File: src/rtl/jsv_pkg.sv
// shared types and constants of the json syntax validator
`default_nettype none

package jsv_pkg;

   // character classes handed from the classifier to the parser
   typedef enum logic [4:0] {
      CLS_SPACE,
      CLS_WSCTRL,
      CLS_CTRL,
      CLS_QUOTE,
      CLS_BSLASH,
      CLS_SLASH,
      CLS_LBRACE,
      CLS_RBRACE,
      CLS_LBRACK,
      CLS_RBRACK,
      CLS_COMMA,
      CLS_COLON,
      CLS_MINUS,
      CLS_PLUS,
      CLS_DOT,
      CLS_ZERO,
      CLS_DIGIT,
      CLS_A,
      CLS_B,
      CLS_E,
      CLS_F,
      CLS_HEX_LOWER,
      CLS_HEX_UPPER,
      CLS_UPPER_E,
      CLS_L,
      CLS_N,
      CLS_R,
      CLS_S,
      CLS_T,
      CLS_U,
      CLS_OTHER
   } cls_type;

   typedef enum logic [1:0] {
      ST_PENDING = 2'd0,
      ST_ACCEPT  = 2'd1,
      ST_REJECT  = 2'd2
   } status_type;

   typedef struct packed {
      cls_type cls;
      logic    last;
   } item_type;

   localparam int QUEUE_DEPTH = 2;

endpackage

`default_nettype wire

File: src/rtl/jsv_front.sv
// byte classifier in front of the queue
`default_nettype none

module jsv_front (
   input  wire logic [7:0]        req_byte_in,
   input  wire logic              req_is_last,
   output jsv_pkg::item_type      item
);

   jsv_pkg::cls_type cls;

   always_comb begin
      cls = jsv_pkg::CLS_OTHER;
      if (req_byte_in == 8'h20) begin
         cls = jsv_pkg::CLS_SPACE;
      end else if (req_byte_in >= 8'h09 && req_byte_in <= 8'h0D) begin
         cls = jsv_pkg::CLS_WSCTRL;
      end else if (req_byte_in < 8'h20) begin
         cls = jsv_pkg::CLS_CTRL;
      end else if (req_byte_in >= 8'h31 && req_byte_in <= 8'h39) begin
         cls = jsv_pkg::CLS_DIGIT;
      end else begin
         unique case (req_byte_in)
            8'h22:                      cls = jsv_pkg::CLS_QUOTE;
            8'h5C:                      cls = jsv_pkg::CLS_BSLASH;
            8'h2F:                      cls = jsv_pkg::CLS_SLASH;
            8'h7B:                      cls = jsv_pkg::CLS_LBRACE;
            8'h7D:                      cls = jsv_pkg::CLS_RBRACE;
            8'h5B:                      cls = jsv_pkg::CLS_LBRACK;
            8'h5D:                      cls = jsv_pkg::CLS_RBRACK;
            8'h2C:                      cls = jsv_pkg::CLS_COMMA;
            8'h3A:                      cls = jsv_pkg::CLS_COLON;
            8'h2D:                      cls = jsv_pkg::CLS_MINUS;
            8'h2B:                      cls = jsv_pkg::CLS_PLUS;
            8'h2E:                      cls = jsv_pkg::CLS_DOT;
            8'h30:                      cls = jsv_pkg::CLS_ZERO;
            8'h61:                      cls = jsv_pkg::CLS_A;
            8'h62:                      cls = jsv_pkg::CLS_B;
            8'h65:                      cls = jsv_pkg::CLS_E;
            8'h66:                      cls = jsv_pkg::CLS_F;
            8'h63, 8'h64:               cls = jsv_pkg::CLS_HEX_LOWER;
            8'h41, 8'h42, 8'h43, 8'h44,
            8'h46:                      cls = jsv_pkg::CLS_HEX_UPPER;
            8'h45:                      cls = jsv_pkg::CLS_UPPER_E;
            8'h6C:                      cls = jsv_pkg::CLS_L;
            8'h6E:                      cls = jsv_pkg::CLS_N;
            8'h72:                      cls = jsv_pkg::CLS_R;
            8'h73:                      cls = jsv_pkg::CLS_S;
            8'h74:                      cls = jsv_pkg::CLS_T;
            8'h75:                      cls = jsv_pkg::CLS_U;
            default:                    cls = jsv_pkg::CLS_OTHER;
         endcase
      end
   end

   assign item.cls  = cls;
   assign item.last = req_is_last;

endmodule

`default_nettype wire

File: src/rtl/jsv_queue.sv
// short fifo of classified bytes between classifier and parser
`default_nettype none

module jsv_queue (
   input  wire logic              clock,
   input  wire logic              reset,
   input  wire logic              push,
   input  wire jsv_pkg::item_type push_item,
   input  wire logic              pop,
   output jsv_pkg::item_type      head_item,
   output logic                   head_valid,
   output logic                   full
);

   localparam int PTR_W = (jsv_pkg::QUEUE_DEPTH > 1) ? $clog2(jsv_pkg::QUEUE_DEPTH) : 1;
   localparam int CNT_W = $clog2(jsv_pkg::QUEUE_DEPTH + 1);

   jsv_pkg::item_type entry_ff [jsv_pkg::QUEUE_DEPTH];
   logic [PTR_W-1:0]  wr_ptr_ff, wr_ptr_in;
   logic [PTR_W-1:0]  rd_ptr_ff, rd_ptr_in;
   logic [CNT_W-1:0]  count_ff, count_in;

   always_comb begin
      wr_ptr_in = wr_ptr_ff;
      rd_ptr_in = rd_ptr_ff;
      count_in  = count_ff;
      if (push) begin
         wr_ptr_in = (wr_ptr_ff == PTR_W'(jsv_pkg::QUEUE_DEPTH - 1)) ? '0 : wr_ptr_ff + 1'b1;
      end
      if (pop) begin
         rd_ptr_in = (rd_ptr_ff == PTR_W'(jsv_pkg::QUEUE_DEPTH - 1)) ? '0 : rd_ptr_ff + 1'b1;
      end
      if (push && !pop) begin
         count_in = count_ff + 1'b1;
      end else if (pop && !push) begin
         count_in = count_ff - 1'b1;
      end
   end

   always_ff @(posedge clock) begin
      if (reset) begin
         wr_ptr_ff <= '0;
         rd_ptr_ff <= '0;
         count_ff  <= '0;
      end else begin
         wr_ptr_ff <= wr_ptr_in;
         rd_ptr_ff <= rd_ptr_in;
         count_ff  <= count_in;
      end
   end

   always_ff @(posedge clock) begin
      if (push) begin
         entry_ff[wr_ptr_ff] <= push_item;
      end
   end

   assign head_item  = entry_ff[rd_ptr_ff];
   assign head_valid = (count_ff != '0);
   assign full       = (count_ff == CNT_W'(jsv_pkg::QUEUE_DEPTH));

   a_no_overflow: assert property (@(posedge clock) disable iff (reset)
      !(push && !pop && full))
      else $error("queue written while full");

   a_no_underflow: assert property (@(posedge clock) disable iff (reset)
      pop |-> head_valid)
      else $error("queue read while empty");

   a_count_drop: assert property (@(posedge clock) disable iff (reset)
      pop && !push |=> count_ff == $past(count_ff) - 1'b1)
      else $error("queue count did not follow a read");

endmodule

`default_nettype wire

File: src/rtl/jsv_back.sv
// grammar state machine, container stack and result register
`default_nettype none

module jsv_back #(
   parameter int MAX_DEPTH = 8
) (
   input  wire logic              clock,
   input  wire logic              reset,
   input  wire jsv_pkg::item_type head_item,
   input  wire logic              head_valid,
   output logic                   pop,
   output logic                   rsp_valid,
   input  wire logic              rsp_stall,
   output logic [1:0]             rsp_status,
   output logic [3:0]             rsp_open_count
);

   localparam int KIND_SLOTS = MAX_DEPTH + 1;
   localparam int LVL_W      = $clog2(MAX_DEPTH + 2);

   localparam logic       KIND_OBJECT = 1'b1;
   localparam logic       KIND_ARRAY  = 1'b0;
   localparam logic [1:0] LIT_TRUE    = 2'd0;
   localparam logic [1:0] LIT_FALSE   = 2'd1;
   localparam logic [1:0] LIT_NULL    = 2'd2;

   typedef enum logic [4:0] {
      PH_VALUE,
      PH_ARR_FIRST,
      PH_OBJ_FIRST,
      PH_KEY,
      PH_COLON,
      PH_AFTER,
      PH_STR,
      PH_ESC,
      PH_HEX,
      PH_KSTR,
      PH_KESC,
      PH_KHEX,
      PH_MINUS,
      PH_ZERO,
      PH_INT,
      PH_DOT,
      PH_FRAC,
      PH_E,
      PH_ESIGN,
      PH_EXP,
      PH_LIT
   } phase_type;

   // expected character of a literal at a position
   function automatic logic lit_hit(logic [1:0] kind, logic [2:0] pos, jsv_pkg::cls_type c);
      logic hit;
      hit = 1'b0;
      unique case (kind)
         LIT_TRUE: begin
            unique case (pos)
               3'd1:    hit = (c == jsv_pkg::CLS_R);
               3'd2:    hit = (c == jsv_pkg::CLS_U);
               3'd3:    hit = (c == jsv_pkg::CLS_E);
               default: hit = 1'b0;
            endcase
         end
         LIT_FALSE: begin
            unique case (pos)
               3'd1:    hit = (c == jsv_pkg::CLS_A);
               3'd2:    hit = (c == jsv_pkg::CLS_L);
               3'd3:    hit = (c == jsv_pkg::CLS_S);
               3'd4:    hit = (c == jsv_pkg::CLS_E);
               default: hit = 1'b0;
            endcase
         end
         LIT_NULL: begin
            unique case (pos)
               3'd1:    hit = (c == jsv_pkg::CLS_U);
               3'd2:    hit = (c == jsv_pkg::CLS_L);
               3'd3:    hit = (c == jsv_pkg::CLS_L);
               default: hit = 1'b0;
            endcase
         end
         default: hit = 1'b0;
      endcase
      return hit;
   endfunction

   phase_type              phase_ff, phase_in;
   logic [KIND_SLOTS-1:0]  kinds_ff, kinds_in;
   logic [LVL_W-1:0]       level_ff, level_in;
   logic [2:0]             sub_ff, sub_in;
   logic [1:0]             lit_ff, lit_in;
   logic                   rejected_ff, rejected_in;
   logic                   rsp_valid_ff;
   jsv_pkg::status_type    rsp_status_ff, status_in;
   logic [3:0]             rsp_open_ff;
   logic [LVL_W+3:0]       level_wide;

   jsv_pkg::cls_type c;
   logic is_ws, is_dig, is_hex, is_esc, is_exp, is_bad_str;
   logic start_now, after_now, close_now, done;
   logic [2:0] sub_inc;
   logic [2:0] lit_len;

   assign c          = head_item.cls;
   assign is_ws      = (c == jsv_pkg::CLS_SPACE) || (c == jsv_pkg::CLS_WSCTRL);
   assign is_dig     = (c == jsv_pkg::CLS_ZERO) || (c == jsv_pkg::CLS_DIGIT);
   assign is_exp     = (c == jsv_pkg::CLS_E) || (c == jsv_pkg::CLS_UPPER_E);
   assign is_hex     = is_dig || is_exp || (c == jsv_pkg::CLS_A) || (c == jsv_pkg::CLS_B) ||
                       (c == jsv_pkg::CLS_F) || (c == jsv_pkg::CLS_HEX_LOWER) ||
                       (c == jsv_pkg::CLS_HEX_UPPER);
   assign is_esc     = (c == jsv_pkg::CLS_QUOTE) || (c == jsv_pkg::CLS_BSLASH) ||
                       (c == jsv_pkg::CLS_SLASH) || (c == jsv_pkg::CLS_B) ||
                       (c == jsv_pkg::CLS_F) || (c == jsv_pkg::CLS_N) ||
                       (c == jsv_pkg::CLS_R) || (c == jsv_pkg::CLS_T);
   assign is_bad_str = (c == jsv_pkg::CLS_WSCTRL) || (c == jsv_pkg::CLS_CTRL);
   assign sub_inc    = sub_ff + 3'd1;
   assign lit_len    = (lit_ff == LIT_FALSE) ? 3'd5 : 3'd4;

   always_comb begin
      phase_in    = phase_ff;
      kinds_in    = kinds_ff;
      level_in    = level_ff;
      sub_in      = sub_ff;
      lit_in      = lit_ff;
      rejected_in = rejected_ff;
      start_now   = 1'b0;
      after_now   = 1'b0;
      close_now   = 1'b0;

      if (!rejected_ff) begin
         unique case (phase_ff)
            PH_VALUE: begin
               if (!is_ws) start_now = 1'b1;
            end
            PH_ARR_FIRST: begin
               if (!is_ws) begin
                  if (c == jsv_pkg::CLS_RBRACK) close_now = 1'b1;
                  else start_now = 1'b1;
               end
            end
            PH_OBJ_FIRST: begin
               if (!is_ws) begin
                  if (c == jsv_pkg::CLS_RBRACE) close_now = 1'b1;
                  else if (c == jsv_pkg::CLS_QUOTE) phase_in = PH_KSTR;
                  else rejected_in = 1'b1;
               end
            end
            PH_KEY: begin
               if (!is_ws) begin
                  if (c == jsv_pkg::CLS_QUOTE) phase_in = PH_KSTR;
                  else rejected_in = 1'b1;
               end
            end
            PH_COLON: begin
               if (!is_ws) begin
                  if (c == jsv_pkg::CLS_COLON) phase_in = PH_VALUE;
                  else rejected_in = 1'b1;
               end
            end
            PH_AFTER: after_now = 1'b1;
            PH_STR, PH_KSTR: begin
               if (c == jsv_pkg::CLS_QUOTE) begin
                  phase_in = (phase_ff == PH_KSTR) ? PH_COLON : PH_AFTER;
               end else if (is_bad_str) begin
                  rejected_in = 1'b1;
               end else if (c == jsv_pkg::CLS_BSLASH) begin
                  phase_in = (phase_ff == PH_KSTR) ? PH_KESC : PH_ESC;
               end
            end
            PH_ESC, PH_KESC: begin
               if (is_esc) begin
                  phase_in = (phase_ff == PH_KESC) ? PH_KSTR : PH_STR;
               end else if (c == jsv_pkg::CLS_U) begin
                  sub_in   = '0;
                  phase_in = (phase_ff == PH_KESC) ? PH_KHEX : PH_HEX;
               end else begin
                  rejected_in = 1'b1;
               end
            end
            PH_HEX, PH_KHEX: begin
               if (!is_hex) begin
                  rejected_in = 1'b1;
               end else if (sub_inc >= 3'd4) begin
                  sub_in   = '0;
                  phase_in = (phase_ff == PH_KHEX) ? PH_KSTR : PH_STR;
               end else begin
                  sub_in = sub_inc;
               end
            end
            PH_MINUS: begin
               if (c == jsv_pkg::CLS_ZERO) phase_in = PH_ZERO;
               else if (c == jsv_pkg::CLS_DIGIT) phase_in = PH_INT;
               else rejected_in = 1'b1;
            end
            PH_ZERO: begin
               if (c == jsv_pkg::CLS_DOT) phase_in = PH_DOT;
               else if (is_exp) phase_in = PH_E;
               else after_now = 1'b1;
            end
            PH_INT: begin
               if (is_dig) phase_in = PH_INT;
               else if (c == jsv_pkg::CLS_DOT) phase_in = PH_DOT;
               else if (is_exp) phase_in = PH_E;
               else after_now = 1'b1;
            end
            PH_DOT: begin
               if (is_dig) phase_in = PH_FRAC;
               else rejected_in = 1'b1;
            end
            PH_FRAC: begin
               if (is_dig) phase_in = PH_FRAC;
               else if (is_exp) phase_in = PH_E;
               else after_now = 1'b1;
            end
            PH_E: begin
               if (c == jsv_pkg::CLS_PLUS || c == jsv_pkg::CLS_MINUS) phase_in = PH_ESIGN;
               else if (is_dig) phase_in = PH_EXP;
               else rejected_in = 1'b1;
            end
            PH_ESIGN: begin
               if (is_dig) phase_in = PH_EXP;
               else rejected_in = 1'b1;
            end
            PH_EXP: begin
               if (!is_dig) after_now = 1'b1;
            end
            PH_LIT: begin
               if (lit_hit(lit_ff, sub_ff, c)) begin
                  if (sub_inc >= lit_len) begin
                     sub_in   = '0;
                     phase_in = PH_AFTER;
                  end else begin
                     sub_in = sub_inc;
                  end
               end else begin
                  rejected_in = 1'b1;
               end
            end
            default: rejected_in = 1'b1;
         endcase

         // first byte of a value
         if (start_now) begin
            if (level_ff > LVL_W'(MAX_DEPTH)) begin
               rejected_in = 1'b1;
            end else if (c == jsv_pkg::CLS_QUOTE) begin
               phase_in = PH_STR;
            end else if (c == jsv_pkg::CLS_LBRACE) begin
               kinds_in = {kinds_ff[KIND_SLOTS-2:0], KIND_OBJECT};
               level_in = level_ff + 1'b1;
               phase_in = PH_OBJ_FIRST;
            end else if (c == jsv_pkg::CLS_LBRACK) begin
               kinds_in = {kinds_ff[KIND_SLOTS-2:0], KIND_ARRAY};
               level_in = level_ff + 1'b1;
               phase_in = PH_ARR_FIRST;
            end else if (c == jsv_pkg::CLS_T) begin
               lit_in   = LIT_TRUE;
               sub_in   = 3'd1;
               phase_in = PH_LIT;
            end else if (c == jsv_pkg::CLS_F) begin
               lit_in   = LIT_FALSE;
               sub_in   = 3'd1;
               phase_in = PH_LIT;
            end else if (c == jsv_pkg::CLS_N) begin
               lit_in   = LIT_NULL;
               sub_in   = 3'd1;
               phase_in = PH_LIT;
            end else if (c == jsv_pkg::CLS_MINUS) begin
               phase_in = PH_MINUS;
            end else if (c == jsv_pkg::CLS_ZERO) begin
               phase_in = PH_ZERO;
            end else if (c == jsv_pkg::CLS_DIGIT) begin
               phase_in = PH_INT;
            end else begin
               rejected_in = 1'b1;
            end
         end

         // byte after a finished value, also the byte that ends a number
         if (after_now) begin
            phase_in = PH_AFTER;
            if (!is_ws) begin
               if (level_ff == '0) begin
                  rejected_in = 1'b1;
               end else if (c == jsv_pkg::CLS_COMMA) begin
                  phase_in = (kinds_ff[0] == KIND_OBJECT) ? PH_KEY : PH_VALUE;
               end else if ((kinds_ff[0] == KIND_OBJECT && c == jsv_pkg::CLS_RBRACE) ||
                            (kinds_ff[0] == KIND_ARRAY && c == jsv_pkg::CLS_RBRACK)) begin
                  close_now = 1'b1;
               end else begin
                  rejected_in = 1'b1;
               end
            end
         end

         if (close_now) begin
            kinds_in = {1'b0, kinds_ff[KIND_SLOTS-1:1]};
            level_in = level_ff - 1'b1;
            phase_in = PH_AFTER;
         end
      end

      done = (level_in == '0) &&
             (phase_in == PH_AFTER || phase_in == PH_ZERO || phase_in == PH_INT ||
              phase_in == PH_FRAC || phase_in == PH_EXP);

      if (rejected_in) status_in = jsv_pkg::ST_REJECT;
      else if (head_item.last) status_in = done ? jsv_pkg::ST_ACCEPT : jsv_pkg::ST_REJECT;
      else status_in = jsv_pkg::ST_PENDING;
   end

   assign level_wide = (LVL_W+4)'(level_in);
   assign pop        = head_valid && (!rsp_valid_ff || !rsp_stall);

   always_ff @(posedge clock) begin
      if (reset) begin
         phase_ff     <= PH_VALUE;
         kinds_ff     <= '0;
         level_ff     <= '0;
         sub_ff       <= '0;
         lit_ff       <= LIT_TRUE;
         rejected_ff  <= 1'b0;
         rsp_valid_ff <= 1'b0;
      end else begin
         if (pop) begin
            if (head_item.last) begin
               phase_ff    <= PH_VALUE;
               kinds_ff    <= '0;
               level_ff    <= '0;
               sub_ff      <= '0;
               lit_ff      <= LIT_TRUE;
               rejected_ff <= 1'b0;
            end else begin
               phase_ff    <= phase_in;
               kinds_ff    <= kinds_in;
               level_ff    <= level_in;
               sub_ff      <= sub_in;
               lit_ff      <= lit_in;
               rejected_ff <= rejected_in;
            end
            rsp_valid_ff  <= 1'b1;
            rsp_status_ff <= status_in;
            rsp_open_ff   <= level_wide[3:0];
         end else if (!rsp_stall) begin
            rsp_valid_ff <= 1'b0;
         end
      end
   end

   assign rsp_valid      = rsp_valid_ff;
   assign rsp_status     = rsp_status_ff;
   assign rsp_open_count = rsp_open_ff;

   a_accept_closed: assert property (@(posedge clock) disable iff (reset)
      rsp_valid_ff && rsp_status_ff == jsv_pkg::ST_ACCEPT |-> rsp_open_ff == '0)
      else $error("document accepted with containers open");

   a_reject_sticks: assert property (@(posedge clock) disable iff (reset)
      pop && rejected_ff && !head_item.last |=> rejected_ff)
      else $error("rejection dropped before the last byte");

   a_restart: assert property (@(posedge clock) disable iff (reset)
      pop && head_item.last |=> phase_ff == PH_VALUE && level_ff == '0 && !rejected_ff)
      else $error("parser not restarted after the last byte");

endmodule

`default_nettype wire

File: src/rtl/json_syntax_validator_top.sv
// top level of the byte-serial json syntax validator
// a byte is stored in a queue entry, then its status beat is registered in the parser
// throughput: one byte per cycle unless output stalls; parser state updates once per byte
// a two-entry queue between classifier and parser lets input and output stall apart
// reset is synchronous: queue, parser state, container stack and output valid clear at once
// no clearing pass after reset; the first byte may follow the edge that drops reset
`default_nettype none

module json_syntax_validator_top #(
   parameter int MAX_DEPTH = 8
) (
   input  wire logic       clock,
   input  wire logic       reset,
   // byte input channel
   input  wire logic       req_valid,
   output logic            req_stall,
   input  wire logic [7:0] req_byte_in,
   input  wire logic       req_is_last,
   // status output channel, one beat per byte
   output logic            rsp_valid,
   input  wire logic       rsp_stall,
   output logic [1:0]      rsp_status,
   output logic [3:0]      rsp_open_count
);

   // front: byte to character class
   jsv_pkg::item_type front_item;
   // queue head towards the parser
   jsv_pkg::item_type head_item;
   logic              head_valid;
   logic              queue_full;
   logic              push;
   logic              pop;

   jsv_front u_front (
      .req_byte_in (req_byte_in),
      .req_is_last (req_is_last),
      .item        (front_item)
   );

   // stall only on a full queue, so a waiting result never blocks intake
   // while a slot is free
   assign req_stall = queue_full;
   assign push      = req_valid && !queue_full;

   jsv_queue u_queue (
      .clock      (clock),
      .reset      (reset),
      .push       (push),
      .push_item  (front_item),
      .pop        (pop),
      .head_item  (head_item),
      .head_valid (head_valid),
      .full       (queue_full)
   );

   // back: grammar walk, container stack and registered status beat
   jsv_back #(
      .MAX_DEPTH (MAX_DEPTH)
   ) u_back (
      .clock          (clock),
      .reset          (reset),
      .head_item      (head_item),
      .head_valid     (head_valid),
      .pop            (pop),
      .rsp_valid      (rsp_valid),
      .rsp_stall      (rsp_stall),
      .rsp_status     (rsp_status),
      .rsp_open_count (rsp_open_count)
   );

endmodule

`default_nettype wire

File: config.mk
export PLATFORM = sky130hd
export DESIGN_NAME = json_syntax_validator_top
export DESIGN_NICKNAME = d
export VERILOG_FILES = /design/src/rtl/jsv_pkg.sv /design/src/rtl/jsv_front.sv /design/src/rtl/jsv_queue.sv /design/src/rtl/jsv_back.sv /design/src/rtl/json_syntax_validator_top.sv
export SDC_FILE = /design/constraint.sdc
export NUM_CORES = 1
export LEC_CHECK = 0
export ABC_AREA = 1
export BUFFER_PORTS_ARGS = -buffer_cell sky130_fd_sc_hd__buf_2
export CAP_MARGIN = 20
export CORE_MARGIN = 2
export CORE_UTILIZATION = 50
export DETAILED_ROUTE_END_ITERATION = 16
export PLACE_DENSITY = 0.7
export SLEW_MARGIN = 20
export SYNTH_ARGS = -nofsm -noshare
export SYNTH_HDL_FRONTEND = slang
export SYNTH_SLANG_ARGS = --single-unit
File: constraint.sdc
create_clock -name clock -period 2.9 [get_ports clock]
set_input_delay 0.29 -clock clock [delete_from_list [all_inputs] [get_ports clock]]
set_output_delay 0.29 -clock clock [all_outputs]
set_load 0.01 [all_outputs]
==> results.sh, run 1 <==
export IMPL_synthSimpleGateAreaFrac_pct=44.1
export IMPL_required_ns=2.99
export IMPL_fin_crit_ns=2.78
export IMPL_leakage_nw=2.68
export IMPL_synth_nets=827
export IMPL_min_from="req_is_last"
export IMPL_ys_warn_count=0
export IMPL_wire_per_inst_um=14.7
export IMPL_routed_wl_mm=14.6
export IMPL_ios=21
export IMPL_netlist_instances=798
export IMPL_pre_cts_slack_ns=0.0973
export IMPL_hold_path_class="primary input to register"
export IMPL_viasPerCell=5.53
export IMPL_synth_top_family_by_area="simple AND/OR/NAND/NOR gates"
export IMPL_critPathArrivalTime_ns=2.87
export IMPL_drc=0
export IMPL_grt_max_degree=32
export IMPL_synth_flop_cell="dfxtp_1"
export IMPL_clock_sinks=48
export IMPL_syn_area_mm2=0.00487
export IMPL_io_buffers=20
export IMPL_ys_seq_area_share_pct=23.4
export IMPL_hold_viol=0
export IMPL_clock_path_buffers=2
export IMPL_fin_worst_skew_ns=0.00973
export IMPL_ys_seq_elements=48
export IMPL_critPathKind="register to register"
export IMPL_hold_buffers=0
export IMPL_areaGrowthSynthToFinish_pct=15.6
export IMPL_cts_root_buf="clkbuf_8"
export IMPL_post_synth_num_cell_types=58
export IMPL_drt_initial_drc_count=493
export IMPL_antenna_found_initial=0
export IMPL_fin_tns_setup_ns=0
export IMPL_h_tree_depth=2
export IMPL_synth_async_reset_ratio_pct=0
export IMPL_cts_buffers=5
export IMPL_drive_gt1_share_pct=18.7
export IMPL_placedInstanceArea_mm2=0.00540
export IMPL_antenna_cells=0
export IMPL_path_clk_slew_ns=0.10
export IMPL_fin_nets=887
export IMPL_grt_pass1_vias=4967
export IMPL_cp_start_kind="register"
export IMPL_critical_path_peak_fanout=5
export IMPL_synth_compound_area_share_pct=17.2
export IMPL_slew_viol_final=0
export IMPL_grt_overflow_total=0
export IMPL_num_vias=5489
export IMPL_power_per_cell_area_mw_per_mm2=761
export IMPL_clk_latency_ns=0.32
export IMPL_start_util_pct=50.7
export IMPL_avgSynthCellArea_um2=6.10
export IMPL_gp_congestion=1.01
export IMPL_cpMaxStageDelayCell="dfxtp_4"
export IMPL_die_y_um=103
export IMPL_tritoncts="built"
export IMPL_vdd_drop_max_mv=0.417
export IMPL_post_route_period_util_pct=95.9
export IMPL_worst_hold_slack_ns=0.164
export IMPL_fp_coreArea_mm2=0.00959
export IMPL_dp_hpwl_mm=11.6
export IMPL_synthAdderAreaFrac_pct=4.11
export IMPL_grt_pass1_wl_mm=23.7
export IMPL_setup_viol=0
export IMPL_finalPower_mw=4.28
export IMPL_dieArea_mm2=0.0105
export IMPL_fillers=965
export IMPL_rows=36
export IMPL_gr_usage_all_layers_pct=28.3
export IMPL_rsz0062_at_grt="yes"
export IMPL_max_slew_margin_pct=54.6
export IMPL_fmax_ghz=0.360
export IMPL_tightest_slew_ns=0.679
export IMPL_cp_cell_sequence="buf_4 -> nand2_1 -> nand2_2 -> nor2_4 -> buf_4 -> nand4_1 -> nand3_1 -> nand2_1 -> nand3_1 -> nand2_1 -> nand2_2 -> nand3_1 -> nor3_1 -> nand3_1 -> a31oi_2 -> nand2_1 -> inv_1 -> nand2_1"
export IMPL_design_area_mm2=0.00563
export IMPL_maxCapViolCount=0
export IMPL_crit_top_cell="nand2_1"
export IMPL_die_w_um=103
export IMPL_synth_edf_count=18
export IMPL_status="complete, no violations"
export IMPL_synthXorXnorAreaFrac_pct=0.874
export IMPL_endpoint_kind="register"
export IMPL_max_stage_delay_ns=0.38
export IMPL_first_pass_iters=5
export IMPL_ant_nets=0
export IMPL_setup_slack_ns=0.119
export IMPL_synthMuxAreaShare_pct=0
## synthesized netlist by cell type, types with 2 or more instances
library cell | number | area, um2
buf_6 | 3 | 33.8
o311ai_0 | 3 | 26.3
nand2_4 | 10 | 113
ha_1 | 16 | 200
and3_1 | 2 | 12.5
o2111ai_1 | 3 | 26.3
edfxtp_1 | 18 | 541
a31oi_1 | 5 | 31.3
clkbuf_1 | 9 | 33.8
nor3b_1 | 2 | 15.0
nand2_2 | 9 | 56.3
a211oi_1 | 5 | 37.5
nand3_4 | 2 | 35.0
nand3_1 | 55 | 275
dfxtp_1 | 30 | 601
nor3_1 | 20 | 100
o21ai_2 | 6 | 52.6
buf_2 | 3 | 15.0
o211ai_1 | 4 | 30.0
nand2_1 | 239 | 897
nor2_4 | 4 | 45.0
nor4_1 | 2 | 12.5
inv_2 | 6 | 22.5
nand2_8 | 2 | 40.0
nor2_1 | 98 | 368
nor2_2 | 6 | 37.5
a21boi_2 | 2 | 22.5
inv_1 | 100 | 375
a21oi_1 | 45 | 225
a21boi_0 | 2 | 15.0
o21ai_1 | 3 | 15.0
o21ai_0 | 45 | 225
a311oi_1 | 2 | 17.5
nand4_1 | 11 | 68.8
xor2_1 | 3 | 26.3
## layout by cell type (no fill, tap or decap), types with 5 or more instances in the layout
cell / instances
inv_2: 6
o21ai_2: 7
nand3_1: 52
inv_1: 98
nand4_1: 11
nand2_1: 231
buf_2: 20
buf_4: 49
nor2_1: 91
nor2_2: 11
clkbuf_8: 5
nor2_4: 6
a21oi_1: 45
dfxtp_1: 28
a211oi_1: 5
nand2_4: 10
nand2_2: 16
edfxtp_1: 18
ha_1: 16
o21ai_0: 42
o21ai_1: 5
nor3_1: 19
## power breakdown
| part | internal, mW | switching, mW |
|---|---|---|
| combinational | 1.02 | 1.88 |
| sequential | 0.849 | 0.110 |
| clock | 0.177 | 0.251 |
| total | 2.04 | 2.24 |
## per-stage QoR
stage               cells  util, %
floorplan             798        -
global placement      982     56.3
detailed placement    982     56.3
CTS                   990     57.3
global route          992     58.7
finish                992     58.7
## registers in the layout, indices dropped and copies added, names as in the netlist, named ones only
name	cells
u_back.kinds_ff	9
u_queue.count_ff	2
u_back.sub_ff	3
u_queue.rd_ptr_ff	1
u_queue.entry_ff	12
u_back.level_ff	4
u_back.rejected_ff	1
u_back.rsp_valid	1
u_back.rsp_status	2
u_queue.wr_ptr_ff	1
u_back.lit_ff	2
u_back.phase_ff	5
u_back.rsp_open_count	4
## worst paths after layout
kind / end / slack, ns / cells past startpoint
max: u_back.rsp_status[1] / 0.12 / 18
min: u_queue.entry_ff[1][0] / 0.16 / 1
max reg2reg: u_back.rsp_status[1] / 0.12 / 18
min reg2reg: u_back.kinds_ff[8] / 0.47 / 2
## worst max-delay path: cells and delay by family, from the launching register on
| family | cells | cell delay [ns] |
|---|---|---|
| AOI/OAI and AO/OA | 1 | 0.20 |
| DFF | 1 | 0.38 |
| and+or+nand+nor | 14 | 1.56 |
| buffers and inverters | 3 | 0.41 |
## per-layer routing
layer	vias up	wire length [um]	GRT usage, %	part of all wire, %
met5	-	0	0	0
met4	0	338	8.00	2.3
met3	29	1070	3.73	7.4
met2	219	6760	47.5	46
met1	2504	6390	38.3	44
li1	2737	-	-	-
## final cells by class
type / count / area, um2 / area share, %
clock buffers: 5 / 68.8 / 1.22
repair buffers: 70 / 479 / 8.51
flip-flops and latches: 48 / 1150 / 20.4
inverters: 107 / 412 / 7.31
multi-input cells: 626 / 3330 / 59.2
clock inverters: 3 / 23.8 / 0.422
well taps: 133 / 166 / 2.96
## repair_timing
item,in CTS,in global routing
setup buffers,0,2
endpoints found under the setup margin,0,13
gates resized for setup,0,39
## logic make-up after synthesis
| group | count (synthesis) |
|---|---|
| adder cells (fa/ha/maj) | 16 |
| buffers and inverters | 124 |
| AO/OA/AOI/OAI | 137 |
| flip-flops | 48 |
| XOR/XNOR | 4 |
| AND/OR/NAND/NOR | 469 |
No activity file was read; power rests on OpenSTA's default activity.
==> inputs of run 2 (changes only) <==
Settings changed: BUFFER_PORTS_ARGS -buffer_cell sky130_fd_sc_hd__buf_2 to -buffer_cell sky130_fd_sc_hd__buf_4.
Clock period 2.9 ns to 3.26 ns, I/O delays scaled along.
==> run 2 against run 1 <==
Net effect:
- combinational power decreased by 20%
- critical path type unchanged
- cell count fell by 3.5%
- highest routed layer unchanged
- maximum frequency decreased by 5.5%
- worst hold slack gained 0.029 ns
- sequential share of layout area grew 1.1 points
- sequential power is 11% lower
==> results.sh, run 2 (synthesis gave the netlist of run 1 again) <==
export IMPL_hold_path_class="primary input to register"
export IMPL_power_per_cell_area_mw_per_mm2=667
export IMPL_rsz0062_at_grt="no"
export IMPL_post_route_period_util_pct=90.2
export IMPL_worst_hold_slack_ns=0.193
export IMPL_fin_crit_ns=2.94
export IMPL_cts_buffers=5
export IMPL_pre_cts_slack_ns=0.311
export IMPL_p_clk_share_pct=10.6
export IMPL_grt_overflow_total=0
export IMPL_pwr_share_comb_pct=65.2
export IMPL_critPathKind="register to register"
export IMPL_slew_viol_final=0
export IMPL_viasPerCell=5.71
export IMPL_num_vias=5469
export IMPL_gr_usage_all_layers_pct=28.8
export IMPL_netSwitchingPower_mw=1.92
export IMPL_critPathArrivalTime_ns=3.02
export IMPL_die_y_um=103
export IMPL_final_cell_mix="nand2_1 (239), inv_1 (100), nor2_1 (94), nand3_1 (55), a21oi_1 (45)"
export IMPL_path_clk_slew_ns=0.09
export IMPL_maxCapViolCount=0
export IMPL_design_area_mm2=0.00532
export IMPL_drt_initial_drc_count=458
export IMPL_antenna_cells=0
export IMPL_io_buffers=20
export IMPL_setup_viol=0
export IMPL_clk_latency_ns=0.32
export IMPL_tightest_slew_ns=0.672
export IMPL_cp_start_kind="register"
export IMPL_gp_congestion=1.10
export IMPL_fin_tns_setup_ns=0
export IMPL_cts_root_buf="clkbuf_8"
export IMPL_first_pass_iters=5
export IMPL_grt_pass1_wl_mm=24.3
export IMPL_critical_path_peak_fanout=13
export IMPL_largest_reg_flops=12
export IMPL_vdd_drop_max_mv=0.319
export IMPL_clock_path_buffers=2
export IMPL_seqPwrFrac_pct=24.2
export IMPL_largest_register="u_queue.entry_ff"
export IMPL_p_sw_share_pct=54.0
export IMPL_placedInstanceArea_mm2=0.00519
export IMPL_dp_cells=947
export IMPL_top_regs="u_queue.entry_ff x12, u_back.kinds_ff x9, u_back.phase_ff x5"
export IMPL_fp_coreArea_mm2=0.00959
export IMPL_grt_pass1_vias=5008
export IMPL_hold_buffers=0
export IMPL_leakage_nw=2.49
export IMPL_antenna_found_initial=0
export IMPL_fmax_ghz=0.340
export IMPL_fillers=986
export IMPL_wire_per_inst_um=15.1
export IMPL_clock_sinks=48
export IMPL_final_common_cell="nand2_1"
export IMPL_setup_slack_ns=0.318
export IMPL_rows=36
export IMPL_drc=0
export IMPL_dp_hpwl_mm=11.7
export IMPL_start_util_pct=50.7
export IMPL_ios=21
export IMPL_ant_nets=0
export IMPL_final_cells=957
export IMPL_hold_viol=0
export IMPL_tritoncts="built"
export IMPL_drive_gt1_share_pct=12.7
export IMPL_fin_nets=852
export IMPL_internal_power_mw=1.63
export IMPL_fin_worst_skew_ns=0.0130
export IMPL_routed_wl_mm=14.5
export IMPL_endpoint_kind="register"
export IMPL_areaGrowthSynthToFinish_pct=9.18
export IMPL_die_w_um=103
export IMPL_required_ns=3.34
export IMPL_status="complete, no violations"
export IMPL_h_tree_depth=2
export IMPL_grt_max_degree=32
export IMPL_max_slew_margin_pct=54.9
export IMPL_dieArea_mm2=0.0105
## run 2: final cells by class
class / instances / area [um2] / share of cell area, %
timing repair buffer: 35 / 263 / 4.94
multi-input combinational: 626 / 3250 / 61.1
sequential: 48 / 1140 / 21.5
tap: 133 / 166 / 3.13
clock buffer: 5 / 68.8 / 1.29
inverter: 107 / 404 / 7.60
clock inverter: 3 / 22.5 / 0.424
## run 2: what timing repair did
action                                  in CTS  in global routing
endpoints found under the setup margin       0                  2
setup buffers                                0                  2
gates resized for setup                      0                  7
## run 2: worst paths after layout
kind	slack, ns	cells after the start	endpoint	from
worst min register to register	0.47	2	u_back.kinds_ff[1]	u_back.kinds_ff[1]
worst max register to register	0.32	18	u_back.rsp_status[1]	u_back.phase_ff[2]
worst max-delay path	0.32	18	u_back.rsp_status[1]	u_back.phase_ff[2]
worst min-delay path	0.19	1	u_queue.entry_ff[1][0]	req_is_last
## run 2: critical path, stage by stage, from the launching register on
cell	delay, ns
dfxtp_1	0.45
nor2_2	0.22
nand2_1	0.21
nor2_1	0.23
inv_1	0.11
nor2_2	0.22
nor2_4	0.07
nand3_4	0.12
nand2_2	0.09
nand2_4	0.15
inv_4	0.10
o21ai_4	0.19
xor2_2	0.12
inv_2	0.06
nand2_1	0.04
nor2_1	0.09
nand3_1	0.11
nand2_1	0.08
nand2_1	0.05
## run 2: per-stage QoR
stage / utilization, % / power (mW)
finish: 55.4 / 3.55
global route: 55.4 / 3.85
CTS: 55.0 / 3.48
detailed placement: 54.1 / 3.11
global placement: 54.1 / 3.09
floorplan: - / 2.54
## run 2: power groups by stage
stage                     registers [mW]  clock network, mW  logic [mW]
final                              0.857              0.376        2.31
after global routing               0.871              0.405        2.58
after CTS                          0.853              0.383        2.25
after detailed placement           0.866                  0        2.24
after global placement             0.858                  0        2.23
after floorplan                    0.834                  0        1.71
## run 2: metal layers
layer,part of all wire [%],vias up,track usage [%]
li1,-,2665,-
met1,43,2486,39.0
met2,45,261,46.1
met3,7.1,57,3.59
met4,4.3,0,13.2
met5,0,-,0
==> inputs of run 3 (changes only) <==
Settings changed: CORE_MARGIN 2 to unset, REMOVE_ABC_BUFFERS set to 1.
==> run 3 against run 2 <==
Net effect:
- cell count shrank 0.63%
- clock power grew 20%
- first-iteration DRC count shrank 5.2%
- non-clock buffer count decreased by 2
- combinational power about the same
- sequential cell count did not move
- core utilization rose by 1.7 points
- design area grew 0.26%
==> results.sh, run 3 (synthesis gave the netlist of run 1 again) <==
export IMPL_io_buffers=20
export IMPL_grt_pass1_vias=4835
export IMPL_largest_reg_flops=12
export IMPL_critPathKind="register to register"
export IMPL_viasPerCell=5.77
export IMPL_start_util_pct=52.2
export IMPL_setup_slack_ns=0.336
export IMPL_fin_crit_ns=2.92
export IMPL_vdd_drop_max_mv=0.369
export IMPL_largest_register="u_queue.entry_ff"
export IMPL_critPathArrivalTime_ns=2.99
export IMPL_die_y_um=101
export IMPL_final_cell_mix="nand2_1 (239), inv_1 (100), nor2_1 (95), nand3_1 (55), a21oi_1 (45)"
export IMPL_antenna_cells=0
export IMPL_hold_buffers=0
export IMPL_hold_path_class="primary input to register"
export IMPL_rows=35
export IMPL_pre_cts_slack_ns=0.331
export IMPL_gp_congestion=1.08
export IMPL_setup_viol=0
export IMPL_dp_hpwl_mm=11.1
export IMPL_grt_max_degree=32
export IMPL_first_pass_iters=5
export IMPL_rsz0062_at_grt="no"
export IMPL_clock_sinks=48
export IMPL_dieArea_mm2=0.0101
export IMPL_worst_hold_slack_ns=0.213
export IMPL_fin_nets=850
export IMPL_drt_initial_drc_count=434
export IMPL_worstReg2RegStart="u_back.phase_ff[0]"
export IMPL_fmax_ghz=0.342
export IMPL_antenna_found_initial=0
export IMPL_required_ns=3.33
export IMPL_ant_nets=0
export IMPL_holdPathStages=1
export IMPL_power_per_cell_area_mw_per_mm2=681
export IMPL_leakage_nw=2.50
export IMPL_clock_path_buffers=2
export IMPL_fp_coreArea_mm2=0.00933
export IMPL_critical_path_peak_fanout=13
export IMPL_num_vias=5483
export IMPL_max_slew_margin_pct=60.3
export IMPL_hold_viol=0
export IMPL_min_from="req_is_last"
export IMPL_cts_buffers=5
export IMPL_grt_pass1_wl_mm=23.1
export IMPL_maxCapViolCount=0
export IMPL_wire_per_inst_um=14.7
export IMPL_endpoint_kind="register"
export IMPL_final_common_cell="nand2_1"
export IMPL_cp_start_kind="register"
export IMPL_reg2reg_depth=19
export IMPL_post_route_period_util_pct=89.7
export IMPL_drive_gt1_share_pct=12.5
export IMPL_top_regs="u_queue.entry_ff x12, u_back.kinds_ff x9, u_back.phase_ff x5"
export IMPL_ios=21
export IMPL_design_area_mm2=0.00533
export IMPL_areaGrowthSynthToFinish_pct=9.46
export IMPL_tightest_slew_ns=0.593
export IMPL_placedInstanceArea_mm2=0.00517
export IMPL_grt_overflow_total=0
export IMPL_fin_worst_skew_ns=0.0116
export IMPL_drc=0
export IMPL_clk_latency_ns=0.30
export IMPL_gr_usage_all_layers_pct=28.4
export IMPL_cts_root_buf="clkbuf_8"
export IMPL_slew_viol_final=0
export IMPL_die_w_um=101
export IMPL_path_clk_slew_ns=0.09
export IMPL_crit_start="u_back.phase_ff[0]"
export IMPL_tritoncts="built"
export IMPL_status="complete, no violations"
export IMPL_h_tree_depth=2
export IMPL_fin_tns_setup_ns=0
export IMPL_fillers=958
export IMPL_routed_wl_mm=13.9
==> run 3: cell types whose count changed in the layout (fill, tap and decap cells not counted) <==
| cell | before | now |
|---|---|---|
| nor2_2 | 10 | 8 |
| clkbuf_8 | 5 | 6 |
| buf_4 | 35 | 33 |
| nor2_1 | 94 | 95 |
| clkinv_2 | 1 | 0 |
| inv_6 | 1 | 0 |
| dfxtp_2 | 1 | 2 |
| dfxtp_1 | 29 | 28 |
| nor2_4 | 4 | 5 |
| bufinv_16 | 0 | 1 |
==> run 3: worst paths after layout <==
check,end,slack [ns]
hold reg to reg,u_back.kinds_ff[2],0.47
setup / recovery,u_back.rsp_status[1],0.34
hold / removal,u_queue.entry_ff[0][0],0.21
setup reg to reg,u_back.rsp_status[1],0.34
==> run 3: through the flow <==
step	total power, mW	util (%)	cells
4_1_cts	3.56	56.7	949
6_report	3.63	57.1	951
3_3_place_gp	3.08	55.4	941
3_5_place_dp	3.10	55.4	941
5_1_grt	3.95	57.1	951
2_1_floorplan	2.49	-	781
==> run 3: critical path: stages (launching register included) <==
cell and delay [ns]:
dfxtp_1 0.59, inv_2 0.14, nor2_1 0.21, inv_1 0.09, nor2_1 0.14, inv_1 0.10, o21ai_2 0.07, nand2_1 0.13
nand3_4 0.17, nand2_2 0.08, nand2_4 0.14, inv_4 0.10, nand2_1 0.08, o21ai_2 0.06, o21ai_2 0.13, nand3_1 0.09
nor2_1 0.12, nand3_1 0.10, nand2_1 0.07, nand2_1 0.05
==> run 3: per-layer routing <==
layer,track usage (%),wire (um)
met5,0,0
met4,10.7,478
met3,2.91,1040
met2,46.1,6290
met1,39.0,6130
==> run 3: timing repair <==
action | in CTS | in global routing
endpoints found under the setup margin | 0 | 2
buffers inserted | 0 | 2
resized for setup | 0 | 8
==> run 3: final cells by class <==
cell class | count | area (um2) | share of cell area (%)
Multi-Input combinational cell | 626 | 3250 | 61.0
Sequential cell | 48 | 1140 | 21.5
Inverter | 107 | 404 | 7.58
Timing Repair Buffer | 33 | 248 | 4.65
Tap cell | 129 | 161 | 3.03
Clock buffer | 6 | 82.6 | 1.55
Clock inverter | 2 | 38.8 | 0.728
==> run 3: report_power, final <==
group          internal, mW  switching (mW)  total (mW)
clock network         0.251           0.201       0.452
registers             0.754           0.106       0.859
logic                 0.738            1.58        2.32
